**src/rtl/tfp_pkg.sv**
```systemverilog
// Shared types, constants and the CRC byte update for the telemetry frame parser.
package tfp_pkg;

   // Frame format
   localparam int MAX_PAYLOAD = 255;
   localparam logic [7:0] START_BYTE = 8'hFE;
   localparam logic [15:0] CRC_SEED = 16'hFFFF;

   // Payload store holds the payload and both CRC bytes
   localparam int STORE_DEPTH = 257;
   localparam int STORE_AW = $clog2(STORE_DEPTH);
   localparam int TABLE_DEPTH = 256;
   localparam int TABLE_AW = $clog2(TABLE_DEPTH);

   // Operation carried by one request transaction
   typedef enum logic [1:0] {
      MODE_RX       = 2'd0,
      MODE_TABLE_WR = 2'd1,
      MODE_STORE_RD = 2'd2,
      MODE_NOP      = 2'd3
   } mode_type;

   // Receive phase: the last frame byte that was taken
   typedef enum logic [2:0] {
      PH_IDLE = 3'd0,
      PH_STX  = 3'd1,
      PH_LEN  = 3'd2,
      PH_SEQ  = 3'd3,
      PH_SYS  = 3'd4,
      PH_COMP = 3'd5,
      PH_BODY = 3'd6,
      PH_CRC1 = 3'd7
   } phase_type;

   // Header of a good frame
   typedef struct packed {
      logic [7:0] length;
      logic [7:0] component;
      logic [7:0] system;
      logic [7:0] seq;
      logic [7:0] id;
   } header_type;

   // One response transaction
   typedef struct packed {
      logic        frame_done;
      logic        error_now;
      logic [7:0]  next_seq;
      logic [15:0] good_frames;
      header_type  header;
      logic [7:0]  read_byte;
   } rsp_type;

   // X.25 CRC, one byte
   function automatic logic [15:0] crc_step(input logic [15:0] acc, input logic [7:0] b);
      logic [7:0] t;
      t = b ^ acc[7:0];
      t = t ^ {t[3:0], 4'h0};
      return {8'h00, acc[15:8]} ^ {t, 8'h00} ^ {5'h00, t, 3'h0} ^ {12'h000, t[7:4]};
   endfunction

endpackage

```
**src/rtl/telemetry_frame_parser.sv**
```systemverilog
// Top level of the telemetry frame parser: byte parser, CRC, stores and response stages.
//
// Usage: each request transaction carries a mode, a data byte and an index.
// Mode 0 feeds one line byte to the frame parser, mode 1 writes one entry of
// the per-message extra-CRC table, mode 2 reads the payload store (the bytes of
// the last frame body and its CRC), mode 3 does nothing. Every request gives
// exactly one response transaction with the frame status flags, the header of
// the last good frame, the good-frame count and, for mode 2, the read byte.
// The csr_ port writes crc_extra_enable; write it only while the block is idle.
// Path: a response goes through the response stage, then the output register.
// Throughput: one transaction per cycle while req_stall is low. Parser state,
// CRC update and RAM writes complete in the cycle of acceptance; RAM reads are
// registered. The extra-CRC byte for the message id is fetched from its RAM
// when the id byte arrives.
// Stall: a response held by rsp_stall keeps the output register; one more
// request is still taken into the response stage, then req_stall rises.
// Reset: synchronous; clears the parser, counters, header, both response
// stages and the table valid bits, so the extra-CRC table reads as all zeros.
module telemetry_frame_parser
   import tfp_pkg::*;
(
   input  logic        clock,
   input  logic        reset,
   // configuration
   input  logic        csr_wr_en,
   input  logic        csr_wr_data,
   // request channel
   input  logic        req_valid,
   output logic        req_stall,
   input  logic [1:0]  req_mode,
   input  logic [7:0]  req_data_byte,
   input  logic [8:0]  req_index,
   // response channel
   output logic        rsp_valid,
   input  logic        rsp_stall,
   output logic        rsp_frame_done,
   output logic        rsp_error_now,
   output logic [7:0]  rsp_next_seq,
   output logic [15:0] rsp_good_frames,
   output logic [7:0]  rsp_frame_id,
   output logic [7:0]  rsp_frame_seq,
   output logic [7:0]  rsp_frame_system,
   output logic [7:0]  rsp_frame_component,
   output logic [7:0]  rsp_frame_length,
   output logic [7:0]  rsp_read_byte
);

   // ---------------------------------------------------------------------
   // Declarations
   // ---------------------------------------------------------------------
   logic                 crc_extra_enable_ff;

   phase_type            phase_ff, phase_in;
   logic [15:0]          crc_ff, crc_in;
   logic [7:0]           len_ff, len_in;
   logic [STORE_AW-1:0]  count_ff, count_in;
   logic [7:0]           seq_ff, seq_in;
   logic [7:0]           sys_ff, sys_in;
   logic [7:0]           comp_ff, comp_in;
   logic [7:0]           id_ff, id_in;
   header_type           header_ff, header_in;
   logic [7:0]           last_seq_ff, last_seq_in;
   logic [15:0]          good_ff, good_in;

   logic                 done_now;
   logic                 err_now;
   logic                 st_we;
   logic [STORE_AW-1:0]  st_waddr;
   logic                 st_re;
   logic [7:0]           st_rdata;

   logic [TABLE_DEPTH-1:0] ext_valid_ff;
   logic                 tbl_we;
   logic                 tbl_re;
   logic [7:0]           tbl_rdata;
   logic                 fetch_pend_ff;
   logic                 fetch_valid_ff;
   logic [7:0]           extra_ff, extra_in;
   logic [7:0]           extra_cur;
   logic [15:0]          crc_x;

   mode_type             mode;
   logic                 accept;
   logic                 is_rx;
   logic                 rd_sel;

   logic                 r1_valid_ff;
   rsp_type              r1_ff;
   logic                 r1_rd_sel_ff;
   logic                 o_valid_ff;
   rsp_type              o_ff;
   rsp_type              o_in;
   logic                 o_take;
   rsp_type              r1_in;

   // ---------------------------------------------------------------------
   // Handshake
   // ---------------------------------------------------------------------
   assign o_take    = !o_valid_ff || !rsp_stall;
   assign req_stall = r1_valid_ff && !o_take;
   assign accept    = req_valid && !req_stall;
   assign mode      = mode_type'(req_mode);
   assign is_rx     = accept && (mode == MODE_RX);
   assign rd_sel    = (mode == MODE_STORE_RD) && (req_index <= 9'(STORE_DEPTH - 1));

   // ---------------------------------------------------------------------
   // Configuration register
   // ---------------------------------------------------------------------
   always_ff @(posedge clock) begin
      if (reset) begin
         crc_extra_enable_ff <= 1'b1;
      end else if (csr_wr_en) begin
         crc_extra_enable_ff <= csr_wr_data;
      end
   end

   // ---------------------------------------------------------------------
   // Extra-CRC table: RAM plus valid bits; extra_ff tracks table[id_ff]
   // ---------------------------------------------------------------------
   assign tbl_we = accept && (mode == MODE_TABLE_WR) && !req_index[8];

   tfp_ram #(
      .Width (8),
      .Depth (TABLE_DEPTH)
   ) u_extra_table (
      .clock   (clock),
      .wr_en   (tbl_we),
      .wr_addr (req_index[TABLE_AW-1:0]),
      .wr_data (req_data_byte),
      .rd_en   (tbl_re),
      .rd_addr (req_data_byte),
      .rd_data (tbl_rdata)
   );

   // pending fetch returns RAM data; unwritten entries read as zero
   assign extra_cur = fetch_pend_ff ? (fetch_valid_ff ? tbl_rdata : 8'h00) : extra_ff;
   assign extra_in  = (tbl_we && (req_index[TABLE_AW-1:0] == id_ff)) ? req_data_byte
                                                                     : extra_cur;

   always_ff @(posedge clock) begin
      if (reset) begin
         ext_valid_ff  <= '0;
         fetch_pend_ff <= 1'b0;
         extra_ff      <= 8'h00;
      end else begin
         if (tbl_we) begin
            ext_valid_ff[req_index[TABLE_AW-1:0]] <= 1'b1;
         end
         fetch_pend_ff <= tbl_re;
         extra_ff      <= extra_in;
      end
   end

   always_ff @(posedge clock) begin
      fetch_valid_ff <= ext_valid_ff[req_data_byte];
   end

   // ---------------------------------------------------------------------
   // Payload store
   // ---------------------------------------------------------------------
   assign st_re = accept && rd_sel;

   tfp_ram #(
      .Width (8),
      .Depth (STORE_DEPTH)
   ) u_payload_store (
      .clock   (clock),
      .wr_en   (st_we),
      .wr_addr (st_waddr),
      .wr_data (req_data_byte),
      .rd_en   (st_re),
      .rd_addr (req_index),
      .rd_data (st_rdata)
   );

   // ---------------------------------------------------------------------
   // Parser state registers
   // ---------------------------------------------------------------------
   always_ff @(posedge clock) begin
      if (reset) begin
         phase_ff    <= PH_IDLE;
         crc_ff      <= CRC_SEED;
         len_ff      <= 8'h00;
         count_ff    <= '0;
         seq_ff      <= 8'h00;
         sys_ff      <= 8'h00;
         comp_ff     <= 8'h00;
         id_ff       <= 8'h00;
         header_ff   <= '0;
         last_seq_ff <= 8'h00;
         good_ff     <= 16'h0000;
      end else begin
         phase_ff    <= phase_in;
         crc_ff      <= crc_in;
         len_ff      <= len_in;
         count_ff    <= count_in;
         seq_ff      <= seq_in;
         sys_ff      <= sys_in;
         comp_ff     <= comp_in;
         id_ff       <= id_in;
         header_ff   <= header_in;
         last_seq_ff <= last_seq_in;
         good_ff     <= good_in;
      end
   end

   // CRC with the per-message extra byte folded in when crc_extra_enable is set
   assign crc_x = crc_extra_enable_ff ? crc_step(crc_ff, extra_cur) : crc_ff;

   // ---------------------------------------------------------------------
   // Parser next state
   // ---------------------------------------------------------------------
   always_comb begin
      phase_in    = phase_ff;
      crc_in      = crc_ff;
      len_in      = len_ff;
      count_in    = count_ff;
      seq_in      = seq_ff;
      sys_in      = sys_ff;
      comp_in     = comp_ff;
      id_in       = id_ff;
      header_in   = header_ff;
      last_seq_in = last_seq_ff;
      good_in     = good_ff;
      done_now    = 1'b0;
      err_now     = 1'b0;
      st_we       = 1'b0;
      st_waddr    = count_ff;
      tbl_re      = 1'b0;

      if (is_rx) begin
         unique case (phase_ff)
            PH_IDLE: begin
               if (req_data_byte == START_BYTE) begin
                  phase_in = PH_STX;
                  len_in   = 8'h00;
                  crc_in   = CRC_SEED;
               end
            end
            PH_STX: begin
               if (req_data_byte > 8'(MAX_PAYLOAD)) begin
                  err_now  = 1'b1;
                  phase_in = PH_IDLE;
               end else begin
                  len_in   = req_data_byte;
                  count_in = '0;
                  crc_in   = crc_step(crc_ff, req_data_byte);
                  phase_in = PH_LEN;
               end
            end
            PH_LEN: begin
               seq_in   = req_data_byte;
               crc_in   = crc_step(crc_ff, req_data_byte);
               phase_in = PH_SEQ;
            end
            PH_SEQ: begin
               sys_in   = req_data_byte;
               crc_in   = crc_step(crc_ff, req_data_byte);
               phase_in = PH_SYS;
            end
            PH_SYS: begin
               comp_in  = req_data_byte;
               crc_in   = crc_step(crc_ff, req_data_byte);
               phase_in = PH_COMP;
            end
            PH_COMP: begin
               id_in    = req_data_byte;
               crc_in   = crc_step(crc_ff, req_data_byte);
               phase_in = PH_BODY;
               tbl_re   = 1'b1;
            end
            PH_BODY: begin
               if (count_ff < {1'b0, len_ff}) begin
                  // payload byte
                  st_we    = 1'b1;
                  count_in = count_ff + 1'b1;
                  crc_in   = crc_step(crc_ff, req_data_byte);
               end else begin
                  // low CRC byte
                  crc_in = crc_x;
                  if (req_data_byte != crc_x[7:0]) begin
                     err_now  = 1'b1;
                     phase_in = PH_IDLE;
                     if (req_data_byte == START_BYTE) begin
                        phase_in = PH_STX;
                        len_in   = 8'h00;
                        crc_in   = CRC_SEED;
                     end
                  end else begin
                     st_we    = 1'b1;
                     phase_in = PH_CRC1;
                  end
               end
            end
            PH_CRC1: begin
               // high CRC byte
               if (req_data_byte != crc_ff[15:8]) begin
                  err_now  = 1'b1;
                  phase_in = PH_IDLE;
                  if (req_data_byte == START_BYTE) begin
                     phase_in = PH_STX;
                     len_in   = 8'h00;
                     crc_in   = CRC_SEED;
                  end
               end else begin
                  st_we       = 1'b1;
                  st_waddr    = count_ff + 1'b1;
                  phase_in    = PH_IDLE;
                  done_now    = 1'b1;
                  last_seq_in = seq_ff;
                  good_in     = good_ff + 16'd1;
                  header_in   = '{length: len_ff, component: comp_ff, system: sys_ff,
                                  seq: seq_ff, id: id_ff};
               end
            end
            default: begin
               phase_in = PH_IDLE;
            end
         endcase
      end
   end

   // ---------------------------------------------------------------------
   // Response stage and output register
   // ---------------------------------------------------------------------
   always_comb begin
      r1_in.frame_done  = done_now;
      r1_in.error_now   = err_now;
      r1_in.next_seq    = last_seq_in + 8'd1;
      r1_in.good_frames = good_in;
      r1_in.header      = header_in;
      r1_in.read_byte   = 8'h00;
   end

   // store read data joins the response on its way to the output register
   always_comb begin
      o_in           = r1_ff;
      o_in.read_byte = r1_rd_sel_ff ? st_rdata : 8'h00;
   end

   always_ff @(posedge clock) begin
      if (reset) begin
         r1_valid_ff <= 1'b0;
         o_valid_ff  <= 1'b0;
      end else begin
         r1_valid_ff <= accept || req_stall;
         if (o_take) begin
            o_valid_ff <= r1_valid_ff;
         end
      end
   end

   always_ff @(posedge clock) begin
      if (accept) begin
         r1_ff        <= r1_in;
         r1_rd_sel_ff <= rd_sel;
      end
      if (o_take && r1_valid_ff) begin
         o_ff <= o_in;
      end
   end

   assign rsp_valid           = o_valid_ff;
   assign rsp_frame_done      = o_ff.frame_done;
   assign rsp_error_now       = o_ff.error_now;
   assign rsp_next_seq        = o_ff.next_seq;
   assign rsp_good_frames     = o_ff.good_frames;
   assign rsp_frame_id        = o_ff.header.id;
   assign rsp_frame_seq       = o_ff.header.seq;
   assign rsp_frame_system    = o_ff.header.system;
   assign rsp_frame_component = o_ff.header.component;
   assign rsp_frame_length    = o_ff.header.length;
   assign rsp_read_byte       = o_ff.read_byte;

endmodule

```
**src/rtl/tfp_ram.sv**
```systemverilog
// Generic simple dual-port RAM with registered read.
module tfp_ram #(
   parameter int Width = 8,
   parameter int Depth = 256,
   localparam int AddrWidth = $clog2(Depth)
) (
   input  logic                 clock,
   input  logic                 wr_en,
   input  logic [AddrWidth-1:0] wr_addr,
   input  logic [Width-1:0]     wr_data,
   input  logic                 rd_en,
   input  logic [AddrWidth-1:0] rd_addr,
   output logic [Width-1:0]     rd_data
);

   logic [Width-1:0] mem_ff [Depth];
   logic [Width-1:0] rd_data_ff;

   always_ff @(posedge clock) begin
      if (wr_en) begin
         mem_ff[wr_addr] <= wr_data;
      end
      if (rd_en) begin
         rd_data_ff <= mem_ff[rd_addr];
      end
   end

   assign rd_data = rd_data_ff;

endmodule

```
**config.mk**
```make
export PLATFORM = sky130hd
export DESIGN_NAME = telemetry_frame_parser
export DESIGN_NICKNAME = d
export VERILOG_FILES = /design/src/rtl/tfp_pkg.sv /design/src/rtl/telemetry_frame_parser.sv /design/src/rtl/tfp_ram.sv
export SDC_FILE = /design/constraint.sdc
export NUM_CORES = 2
export LEC_CHECK = 0
export BUFFER_PORTS_ARGS = -buffer_cell sky130_fd_sc_hd__buf_2
export CORE_AREA = 2 2 809 569
export CTS_CLUSTER_SIZE = 40
export DETAILED_ROUTE_END_ITERATION = 8
export DIE_AREA = 0 0 811 571
export SETUP_SLACK_MARGIN = 0.02
export SYNTH_ARGS = -nofsm -noshare
export SYNTH_HDL_FRONTEND = slang
export SYNTH_HIERARCHICAL = 1
export SYNTH_MEMORY_MAX_BITS = 65536
export SYNTH_SLANG_ARGS = --single-unit
```
**constraint.sdc**
```tcl
create_clock -name clock -period 8.3 [get_ports clock]
set_input_delay 0.83 -clock clock [delete_from_list [all_inputs] [get_ports clock]]
set_output_delay 0.83 -clock clock [all_outputs]
set_load 0.01 [all_outputs]
```
==> summary.txt <==
Drt
  • Drt drc: 0
  • Wirelength, routed: about 500000 um
  • First-pass detailed-route iteration total: 6
  • Antenna Nets Post-Route: 0
  • DR WL/cell: 29.64 um
  • Vias per inst: between 5 and 6
  • Via count: slightly below 100k
  • DR iter-0 viols: 13885

Synthesis
  • FFs w/ async S/R, synth: 0%
  • Sequential share of the synthesized area: approximately three quarters
  • Synth warn: 6
  • Yosys cell types: 95
  • Synthesized area: 0.1815 sq mm
  • Mapped Nets: 9839
  • Post-Syn Instances: 9804
  • Yosys reg bits: ~4700
  • Post-synth EDFFs: 4261
  • Ys flop type: edfxtp_1
  • Synthesized area per cell: roughly 19 sq um

Clock network
  • CTS Root Cell: clkbuf_16
  • CTS tree: built
  • Clk sinks: between 4000 and 5000
  • CTS Buffer Depth: 4
  • Postcts setup bufs: 0
  • # hold bufs at CTS: 0
  • CTS HTree Levels: 5
  • Worst-path clk slew: 60 ps
  • Post-CTS Resized: 0
  • Num CTS Buffers: ~440
  • Later-pin clock latency in the skew report: 1050 ps

Critical path
  • Crit path cell chain: nand3_1 > nand4_1 > and4b_1 > nand2_1 > xnor2_1 > nor2b_1 > nand2_1 > nor2_1
  • Worst Setup End Kind: register
  • Req. time, crit path: 8920 ps
  • Largest fanout on the critical path: 16
  • Most used cell, CP: nand2_1
  • Buffers & Inverters on Critical Path: 0
  • Data arrival time of the worst path: between 6000 and 7000 ps
  • CP top delay family: simple AND/OR/NAND/NOR gates
  • Setup crit start kind: register
  • Slowest cell on the critical path: nand2_1
  • Crit Path Class: reg -> reg
  • CP peak stage delay: 970 ps

Place
  • IO Port Bufs: 100
  • Final RePlAce weighted congestion: 0.8851
  • HPWL Detailed: 306400 um
  • Pre-CTS setup slack: roughly 1900 ps

Global routing
  • Global Route Usage Sum: 20.46%
  • First-pass GRT wire length: 695500 um
  • Busiest grt layer: met1
  • M2 GR Usage: 29.17%
  • Largest net degree at the start of global routing: 229
  • GR Util met1: 31.45%
  • Met3 global-route usage: 5.288%
  • Initial antenna violation count: 31
  • Vias in the first global route: ~95000
  • Total global routing overflow: 0

Timing
  • RSZ-0062 raised after global routing: no
  • Final TNS setup: 0 ps
  • Clk_skew: 89.78 ps
  • Tmin final: between 5000 and 6000 ps
  • Slew @ Worst Pin: around 1400 ps
  • Fin crit share: 71.90%
  • Slew HR: 7.469%
  • Max Slew Vio Count: 0
  • Endpoints failing setup: 0
  • Max Clk Rate: 167.6 MHz
  • Final hold violations: 0
  • Setup ws final: 2332 ps

Cells and area
  • Synthesis-to-layout area growth: 12.13%
  • Most frequent cells in the layout: 4261 x edfxtp_1, 971 x nor2_1, 931 x mux4_2, 525 x a21oi_1, 440 x clkbuf_16
  • Fin util: 44.62%
  • Fin nets: 9984
  • # fillers: 38397
  • Register area: 0.1360 sq mm
  • Commonest non-fill, non-tap cell in the layout: edfxtp_1
  • Share of cells above drive strength 1: between 20% and 30%
  • Multi-input logic area: 0.04254 sq mm

Power
  • P_int: 37.96 mW
  • Net switching power: 10.38 mW
  • Comb pwr share: 4.5%
  • Register share of total power: 53.1%
  • VDD IR-drop max: ~0.21 mV
  • Pwr dens: 237.5 mW/mm^2
  • Clk pwr share: a little over two fifths
  • P_leak: around 63 nW
  • Switching Fraction: between 20% and 30%

Die
  • I/O pin count: 101
  • Die X: between 800 and 900 um
  • Core area: ~0.46 sq mm
  • Rows: ~210
  • Starting density of the core: 39.79%
  • Die Y: 571 um
  • DIE AREA: 0.4631 sq mm

Run
  • Max-cap violations: 0

Hold path
  • Min-Delay Path Class: in -> reg

Status
  • Status: finished clean
Yosys cell counts (11+ instances only):
cell         n  area share, %
or4_1       11          0.045
a211oi_1    53           0.22
and3_1      14          0.048
o21ai_1     16          0.044
buf_6       29           0.18
and2_1      33           0.11
nor4_1      30           0.10
o22ai_1    141           0.49
buf_4       46           0.19
xor2_1      34           0.16
nand3_1     65           0.18
mux2_2     119           0.74
buf_2      106           0.29
nand4_1     21          0.072
buf_1       47          0.097
buf_8       13           0.11
mux4_2     931             12
xnor2_1     58           0.28
nor2b_1     54           0.19
clkbuf_1   370           0.77
or3_1       22          0.076
nor3_1      94           0.26
nand2b_1    27          0.093
nor2_1     975            2.0
mux2i_1    288            1.6
inv_1       27          0.056
nand2_1    333           0.69
o32ai_1     13          0.063
or2_2       12          0.041
a221oi_1    24           0.12
o31ai_1     25           0.10
dfxtp_1    401            4.4
o221ai_1    79           0.38
edfxtp_1  4261             70
a21oi_1    525            1.4
o211ai_1    16          0.066
a22oi_1    262            1.1
a41oi_1     16          0.077
o21ai_0     53           0.15
metrics by stage:
step / hold slack [ps] / cell area [sq um] / instances / total power, mW
finish: 110.7 / 203600 / 16425 / 48.34
global route: 86.43 / 203500 / 16417 / 49.69
CTS: 39.32 / 203500 / 16415 / 48.70
detailed placement: 404.5 / 188800 / 15600 / 28.35
global placement: 404.5 / 188800 / 15599 / 28.31
floorplan: 400.3 / 181500 / 9804 / 27.34
flip-flops by register name, summed over array words and instances, names as in the netlist, 9 cells and up:
signal and count:
crc_ff 16, ext_valid_ff 256, u_payload_store/mem_ff 2056, good_ff 16, header_ff 40, count_ff 9, u_extra_table/mem_ff 2048, o_in 66
rsp_good_frames 16
worst reg2reg max path, stage by stage, from the launching register on:
cell,delay (ps)
dfxtp_1,370
nand3_1,370
nand4_1,520
and4b_1,920
nand2_1,150
xnor2_1,550
nor2b_1,820
nand2_1,970
nor2_1,890
cell families (layout without fill, tap and decap cells):
family,count (synthesis),count (layout),synth area share (%)
buffers and inverters,649,1171,1.783
other,0,9,0
AND/OR/NAND/NOR,1737,1737,4.157
adder cells (fa/ha/maj),10,10,0.06892
XOR/XNOR,96,96,0.4942
flip-flops,4662,4662,74.90
AO/OA/AOI/OAI,1309,1309,4.675
multiplexers,1341,1341,13.92
layout make-up:
cell class              instances  share of cell area, %
flip-flops and latches       4662                  66.80
multi-input cells            4493                  20.90
clock buffers                 514                  5.619
well taps                    6090                  3.743
clock inverters               301                  1.610
repair buffers                327                  1.259
inverters                      29                0.05409
diodes                          9                0.01106
per-layer routing:
metal | share of wire [%] | routed length, um | up-vias
met5 | 0.032 | 155 | -
met4 | 2.2 | 10880 | 14
met3 | 12 | 56580 | 689
met2 | 43 | 208000 | 5441
met1 | 43 | 211300 | 51381
li1 | - | - | 39867
worst paths after layout:
check | start | endpoint | slack (ps) | cells past startpoint
setup / recovery | rsp_valid | u_payload_store/mem_ff[151][0] | 2330 | 8
hold / removal | csr_wr_en | crc_extra_enable_ff | 110 | 2
setup reg to reg | rsp_valid | u_payload_store/mem_ff[151][0] | 2330 | 8
hold reg to reg | o_in[32] | rsp_frame_component[0] | 420 | 0
power groups by stage:
stage               registers [mW]  clock network (mW)  logic [mW]
finish                        25.7                20.5        2.19
global route                  25.6                21.7        2.31
CTS                           25.7                20.9        2.19
detailed placement            26.2                   0        2.19
global placement              26.2                   0        2.15
floorplan                     26.2                   0        1.18
Power figures use the tool's default switching activity.
